File: src/hw/rtl/ggws_pkg.sv
// Package: widths, angle constants, register map and arctangent table
package ggws_pkg;

	localparam int XW = 28;
	localparam int ZW = 28;
	localparam int DW = 27;
	localparam int EW = 30;
	localparam int ADDR_W = 5;
	localparam int CORDIC_STAGES_DEF = 16;

	localparam logic signed [EW-1:0] ANG_HALF_PI = 30'sd26353589;
	localparam logic signed [EW-1:0] ANG_PI = 30'sd52707179;
	localparam logic signed [EW-1:0] ANG_TWO_PI = 30'sd105414357;
	localparam logic signed [17:0] INV_K_Q16 = 18'sd39797;
	localparam logic signed [XW-1:0] INV_K_Q24 = 28'sd10188014;

	localparam logic signed [15:0] RST_GOAL_X = 16'sd0;
	localparam logic signed [15:0] RST_GOAL_Y = 16'sd0;
	localparam logic [15:0] RST_GAIN_FORWARD = 16'd256;
	localparam logic [15:0] RST_GAIN_TURN = 16'd256;
	localparam logic [9:0] RST_HALF_AXLE = 10'd26;
	localparam logic [15:0] RST_WHEEL_SCALE = 16'd12490;
	localparam logic [14:0] RST_SPEED_LIMIT = 15'd1000;

	typedef enum logic [2:0] {
		REG_GOAL_X,
		REG_GOAL_Y,
		REG_GAIN_FORWARD,
		REG_GAIN_TURN,
		REG_HALF_AXLE,
		REG_WHEEL_SCALE,
		REG_SPEED_LIMIT
	} reg_idx_t;

	// atan(2^-i) in Q.24 radians
	function automatic logic signed [ZW-1:0] atan_q24(input int unsigned i);
		logic signed [ZW-1:0] r;
		case (i)
			0: r = 28'sd13176795;
			1: r = 28'sd7778716;
			2: r = 28'sd4110060;
			3: r = 28'sd2086331;
			4: r = 28'sd1047214;
			5: r = 28'sd524117;
			6: r = 28'sd262123;
			7: r = 28'sd131069;
			8: r = 28'sd65536;
			9: r = 28'sd32768;
			10: r = 28'sd16384;
			11: r = 28'sd8192;
			12: r = 28'sd4096;
			13: r = 28'sd2048;
			14: r = 28'sd1024;
			15: r = 28'sd512;
			16: r = 28'sd256;
			17: r = 28'sd128;
			18: r = 28'sd64;
			19: r = 28'sd32;
			20: r = 28'sd16;
			21: r = 28'sd8;
			22: r = 28'sd4;
			23: r = 28'sd2;
			default: r = 28'sd0;
		endcase
		return r;
	endfunction

endpackage

File: src/hw/rtl/ggws_cordic.sv
// Pipelined CORDIC, one iteration per register stage, vectoring or rotation
module ggws_cordic #(
	parameter int STAGES = ggws_pkg::CORDIC_STAGES_DEF,
	parameter bit ROTATE = 1'b0,
	parameter int SW = 1
) (
	input  logic                          clk,
	input  logic                          arst_n,
	input  logic                          in_valid,
	output logic                          in_ready,
	input  logic signed [ggws_pkg::XW-1:0] in_x,
	input  logic signed [ggws_pkg::XW-1:0] in_y,
	input  logic signed [ggws_pkg::ZW-1:0] in_z,
	input  logic [SW-1:0]                 in_side,
	output logic                          out_valid,
	input  logic                          out_ready,
	output logic signed [ggws_pkg::XW-1:0] out_x,
	output logic signed [ggws_pkg::XW-1:0] out_y,
	output logic signed [ggws_pkg::ZW-1:0] out_z,
	output logic [SW-1:0]                 out_side
);
	localparam int XW = ggws_pkg::XW;
	localparam int ZW = ggws_pkg::ZW;

	logic v_s [STAGES];
	logic en [STAGES];
	logic signed [XW-1:0] x_s [STAGES];
	logic signed [XW-1:0] y_s [STAGES];
	logic signed [ZW-1:0] z_s [STAGES];
	logic [SW-1:0] side_s [STAGES];

	logic vn [STAGES];
	logic signed [XW-1:0] xn [STAGES];
	logic signed [XW-1:0] yn [STAGES];
	logic signed [ZW-1:0] zn [STAGES];
	logic [SW-1:0] sn [STAGES];

	// a stage may load when empty or when its word moves on
	always_comb begin
		en[STAGES-1] = ~v_s[STAGES-1] | out_ready;
		for (int k = STAGES - 2; k >= 0; k--) begin
			en[k] = ~v_s[k] | en[k+1];
		end
	end

	assign in_ready = en[0];

	for (genvar i = 0; i < STAGES; i++) begin : g_st
		logic signed [XW-1:0] xi, yi;
		logic signed [ZW-1:0] zi;
		logic [SW-1:0] si;
		logic vi, up;
		if (i == 0) begin : g_first
			assign xi = in_x;
			assign yi = in_y;
			assign zi = in_z;
			assign si = in_side;
			assign vi = in_valid;
		end else begin : g_next
			assign xi = x_s[i-1];
			assign yi = y_s[i-1];
			assign zi = z_s[i-1];
			assign si = side_s[i-1];
			assign vi = v_s[i-1];
		end
		// drive y to zero, or z to zero when rotating
		assign up = ROTATE ? ~zi[ZW-1] : yi[XW-1];
		assign xn[i] = up ? xi - (yi >>> i) : xi + (yi >>> i);
		assign yn[i] = up ? yi + (xi >>> i) : yi - (xi >>> i);
		assign zn[i] = up ? zi - ggws_pkg::atan_q24(i) : zi + ggws_pkg::atan_q24(i);
		assign sn[i] = si;
		assign vn[i] = vi;
	end

	always_ff @(posedge clk or negedge arst_n) begin
		if (!arst_n) begin
			for (int k = 0; k < STAGES; k++) v_s[k] <= 1'b0;
		end else begin
			for (int k = 0; k < STAGES; k++) if (en[k]) v_s[k] <= vn[k];
		end
	end

	always_ff @(posedge clk) begin
		for (int k = 0; k < STAGES; k++) begin
			if (en[k]) begin
				x_s[k] <= xn[k];
				y_s[k] <= yn[k];
				z_s[k] <= zn[k];
				side_s[k] <= sn[k];
			end
		end
	end

	assign out_valid = v_s[STAGES-1];
	assign out_x = x_s[STAGES-1];
	assign out_y = y_s[STAGES-1];
	assign out_z = z_s[STAGES-1];
	assign out_side = side_s[STAGES-1];

endmodule

File: config.mk
export PLATFORM = sky130hd
export DESIGN_NAME = ggws_cordic
export DESIGN_NICKNAME = d
export VERILOG_FILES = /design/src/hw/rtl/ggws_pkg.sv /design/src/hw/rtl/ggws_cordic.sv
export SDC_FILE = /design/constraint.sdc
export NUM_CORES = 2
export LEC_CHECK = 0
export BUFFER_PORTS_ARGS = -buffer_cell sky130_fd_sc_hd__buf_2
export CAP_MARGIN = 20
export CORE_UTILIZATION = 40
export DETAILED_ROUTE_END_ITERATION = 8
export PLACE_DENSITY = 0.67
export SLEW_MARGIN = 20
export SYNTH_ARGS = -nofsm -noshare
export SYNTH_HDL_FRONTEND = slang
export SYNTH_SLANG_ARGS = --single-unit
File: constraint.sdc
create_clock -name clk -period 15.66 [get_ports clk]
set_input_delay 3.915 -clock clk [delete_from_list [all_inputs] [get_ports clk]]
set_output_delay 3.915 -clock clk [all_outputs]
set_load 0.02 [all_outputs]
; Yosys cells after proc, flatten, opt, wreduce, memory -nomap -nowiden
; Memories as Yosys holds them, arrays and structs flattened.
; Index checks and enable logic that the tools add are counted.
[totals]
ff_bits = 16
mem_bits_rw = 1360
output_inout_bits = 87
word_cells = 227
memories = 4
[mem_list]
columns = memory, words, word_bits, read_ports, rd_clocked_by_memory_dff, wr, line
row1 = x_s, 16, 28, 16, 0, 16, ggws_cordic.sv:27  ; logic signed [XW-1:0] x_s [STAGES];
row2 = y_s, 16, 28, 16, 0, 16, ggws_cordic.sv:28  ; logic signed [XW-1:0] y_s [STAGES];
row3 = z_s, 16, 28, 16, 0, 16, ggws_cordic.sv:29  ; logic signed [ZW-1:0] z_s [STAGES];
row4 = side_s, 16, 1, 16, 0, 16, ggws_cordic.sv:30  ; logic [SW-1:0] side_s [STAGES];
[classes]
addsub = 95
n_mux = 80
n_bitwise = 32
[ops]
columns = op, n
row1 = $mux 28, 48
row2 = $add 28x13->28, 2
row3 = $add 28x14->28, 2
row4 = $add 28x15->28, 2
row5 = $add 28x16->28, 2
row6 = $add 28x17->28, 2
row7 = $add 28x18->28, 2
row8 = $add 28x18->28 const B, 2
row9 = $add 28x19->28, 2
row10 = $add 28x20->28, 2
row11 = $add 28x21->28, 2
row12 = $add 28x22->28, 2
row13 = $add 28x23->28, 2
row14 = $add 28x24->28, 2
row15 = $add 28x25->28, 2
row16 = $add 28x26->28, 2
row17 = $add 28x27->28, 2
row18 = $sub 28x13->28, 2
row19 = $sub 28x14->28, 2
row20 = $sub 28x15->28, 2
row21 = $sub 28x16->28, 2
row22 = $sub 28x17->28, 2
row23 = $sub 28x18->28, 2
row24 = $sub 28x18->28 const B, 2
row25 = other kinds (42), 113

; Logic depth before layout (Yosys ltp)
[logic_depth]
depth_word = 19
depth_mapped = 21
ltp_nobuf = 21

; Least setup slack after synthesis
; Ideal clock, no wire load.
[synth_path]
kind = in2out
from = input port out_ready
to = output port in_ready
t_arrival_ns = 12.212
path_slack_ns = -0.467
stages = 9
n_path_buf = 0
cell_sequence = nor2b_1 > nand2_1 > nor2_1 > and2_1 > and3_1 > and3_1 > nand3_1 > nor2_1 > nand4_1
[synth_rtl]
columns = item, line
row1 = "start, declared", ggws_cordic.sv:16  ; input logic out_ready,
row2 = "end, declared", ggws_cordic.sv:10  ; output logic in_ready,

==> metrics.csv <==
stage,metric,value,unit
routing,Via density,5.35,
clock_network,CTS tree,yes,
sta,RSZ-0062 raised after global routing,false,
grt,initial antenna violation count,3,
clock_network,Clock Latency Late Sink,830,ps
finish,area of the multi-input gates,67100,um^2
critical_path,slowest CP cell,nor2_1,
sta,Final min period,12400,ps
synth,Synth Area per Inst,9.73,um^2
grt,largest net degree at the start of global routing,87,
synth,register bit total from synthesis,1375,
synth,Synth async-reset ratio,1.16,%
routing,final WL,246000,um
floorplanning,Initial Utilization,40.2,%
synth,syn_nets,12832,
critical_path,CP top delay family,simple AND/OR/NAND/NOR gates,
synth,post-synth cell types,104,
clock_network,Worst-path clk slew,60,ps
synth,"EDFF count, synth",1359,
finish,Final #Nets,13054,
sta,relative slew slack,28.8,%
sta,Peak Freq,80.6,MHz
clock_network,cts-stage hold buffer count,0,
synth,Post-synth top flop,edfxtp_1,
routing,DRC viols,2,
critical_path,nature of the critical path endpoint,primary output,
synth,top-area cell type share of the netlist area,36.8,%
finish,layout cells sized above 1,5.66,%
sta,worst slew pin tran,1070,ps
grt,gr ovfl total,0,
routing,Post-DRT Antenna Nets,0,
clock_network,post-CTS sizing,0,
synth,synth warn,0,
synth,top-count cell post-synth,edfxtp_1,
synth,commonest cells in the netlist,"edfxtp_1, ha_1, nor2_1",
sta,"Slew Viols, Final",0,
sta,"Hold Violations, Final",0,
synth,Post-Syn Area,111000,um^2
critical_path,CP Cell Sequence,buf_2 > nor2b_1 > nand2_4 > nor2_1 > and2_1 > and3_1 > and3_1 > nand3_4 > nor2_1 > nand4_1 > buf_4 > buf_2,
placement,HPWL Detailed,195000,um
routing,Iteration-0 DRC Markers,4615,
finish,Layout area overhead,9.65,%
sta,final setup TNS,0,ps
routing,DR pass1 iterations,8,
sta,final setup fails,0,
hold_path,Hold Crit Class,reg2reg,
clock_network,CTS root buf,clkbuf_16,
synth,register area share after synthesis,37.1,%
sta,Final Skew,47.8,ps
clock_network,H-tree levels,4,
floorplanning,Placeable Area,276000,um^2
run_status,outcome,finished with violations,
floorplanning,die width,529,um
critical_path,crit path buf inv count,3,
placement,GPL Wtd Cong,0.907,
synth,Synth Instances,11402,
critical_path,Worst R2R Setup Slack,10270,ps
critical_path,largest fanout on the critical path,35,
floorplanning,I/O pins,176,
job,Max Cap Violations,0,
routing,via count,82722,
clock_network,CTS Buf Count,153,
clock_network,post-CTS setup buffers,0,
floorplanning,row cnt,193,
grt,vias in the first global route,79508,
clock_network,CTS max path bufs,3,
placement,Port Buffers,175,
sta,final worst-path cycle share,79.2,%
finish,register area,41200,um^2
synth,"area leader, netlist",edfxtp_1,
floorplanning,die footprint,280000,um^2
critical_path,Setup CP Type,in2out,
critical_path,"Req. time, crit path",11740,ps
critical_path,WP data arrival,8490,ps
clock_network,clock sink total,1375,
synth,ranking of synthesized cells by area,"edfxtp_1, ha_1, xnor2_1",
critical_path,"slowest stage delay, CP",670,ps
run_status,failing checks,DRC,
grt,global-route wire length before repair,401000,um
critical_path,Worst setup SP type,input port,
grt,Tot GR Track Use,17.2,%
routing,WL/cell,15.9,um
floorplanning,die height,529,um
finish,fill cell total of the finished layout,26318,
==> sequential cells by signal (all words and copies together) (netlist names) <==
register   flops
y_s          448
z_s          448
x_s          447
side_s        16
g_st.vi       15
out_valid      1
==> layer usage <==
layer  share of wire [%]  global-route usage (%)  vias up
li1                    -                       -    42461
met1                  44                    21.2    38400
met2                  49                    31.0     1455
met3                 3.7                    2.11      406
met4                 3.0                    5.52        0
met5                   0                       0        -
==> metrics by stage <==
step / cell area, um^2 / hold WS, ps / std cells / utilization, % / worst slack (ps)
global placement: 116000 / 401 / 15172 / 42.1 / 3480
global route: 122000 / 422 / 15459 / 44.0 / 2860
floorplan: 111000 / 400 / 11402 / - / 601
CTS: 122000 / 419 / 15456 / 44.0 / 3440
detailed placement: 116000 / 405 / 15173 / 42.1 / 3470
finish: 122000 / 415 / 15459 / 44.0 / 3260
==> cells in the final DEF, fill, tap and decap left out, types with 39 or more instances in the layout <==
master / synthesis / routed
xor2_1: 522 / 522
o21bai_1: 126 / 126
a31oi_1: 121 / 121
or3_1: 96 / 96
nor3_1: 372 / 372
o21a_1: 191 / 191
o41ai_1: 43 / 43
and3_1: 122 / 122
buf_4: 0 / 45
edfxtp_1: 1359 / 1359
nand4_1: 59 / 59
a21o_1: 407 / 407
inv_1: 580 / 573
nor2_1: 1156 / 1156
a21boi_0: 47 / 47
buf_2: 5 / 175
nand2_1: 573 / 568
ha_1: 1292 / 1292
xnor2_1: 1028 / 1028
nor4_1: 98 / 97
fa_1: 49 / 49
o211ai_1: 43 / 43
a211o_1: 39 / 39
or2_2: 53 / 53
a211oi_1: 110 / 110
o31ai_1: 59 / 59
nand2b_1: 146 / 146
nor2b_1: 202 / 202
o21ai_0: 453 / 453
nand3_1: 180 / 177
and2_1: 65 / 65
a21oi_1: 1057 / 1057
clkbuf_16: 0 / 154
==> area by class of cell <==
cell class,instances,area share [%]
Timing Repair Buffer,223,1.05
Clock buffer,181,3.27
Tap cell,3705,3.81
Antenna cell,2,0.00411
Clock inverter,102,1.06
Sequential cell,1375,33.9
Inverter,584,1.81
Multi-Input combinational cell,9287,55.1
==> cell families (layout without fill, tap and decap cells) <==
group | count (synthesis) | after routing | share of synthesized area [%]
AO/OA/AOI/OAI | 3059 | 3059 | 17.9
buffers and inverters | 740 | 1090 | 2.51
XOR/XNOR | 1550 | 1550 | 12.2
other | 0 | 2 | 0
adder cells (fa/ha/maj) | 1341 | 1341 | 15.5
multiplexers | 59 | 59 | 0.567
flip-flops | 1375 | 1375 | 37.1
AND/OR/NAND/NOR | 3278 | 3278 | 14.2
==> path summary, 6_finish.rpt <==
check	startpoint	endpoint	depth (start not counted)
worst max-delay path	out_ready	in_ready	12
worst min-delay path	z_s[0][203]$_DFFE_PP_	z_s[1][7]$_DFFE_PP_	0
worst max register to register	out_valid$_DFFE_PN0P_	y_s[0][58]$_DFFE_PP_	9
worst min register to register	z_s[0][203]$_DFFE_PP_	z_s[1][7]$_DFFE_PP_	0
max in group asynchronous	arst_n	g_st[8].vi$_DFFE_PN0P_	1
min in group asynchronous	arst_n	g_st[7].vi$_DFFE_PN0P_	1
==> worst reg2reg max path, delay by kind of cell, from the launching register on <==
family           cells  cell delay [ps]
DFF                  1              330
and+or+nand+nor      9             4500
Power is not shown: default switching activity piles up to over one toggle a cycle in this logic, so the estimate is an artifact.
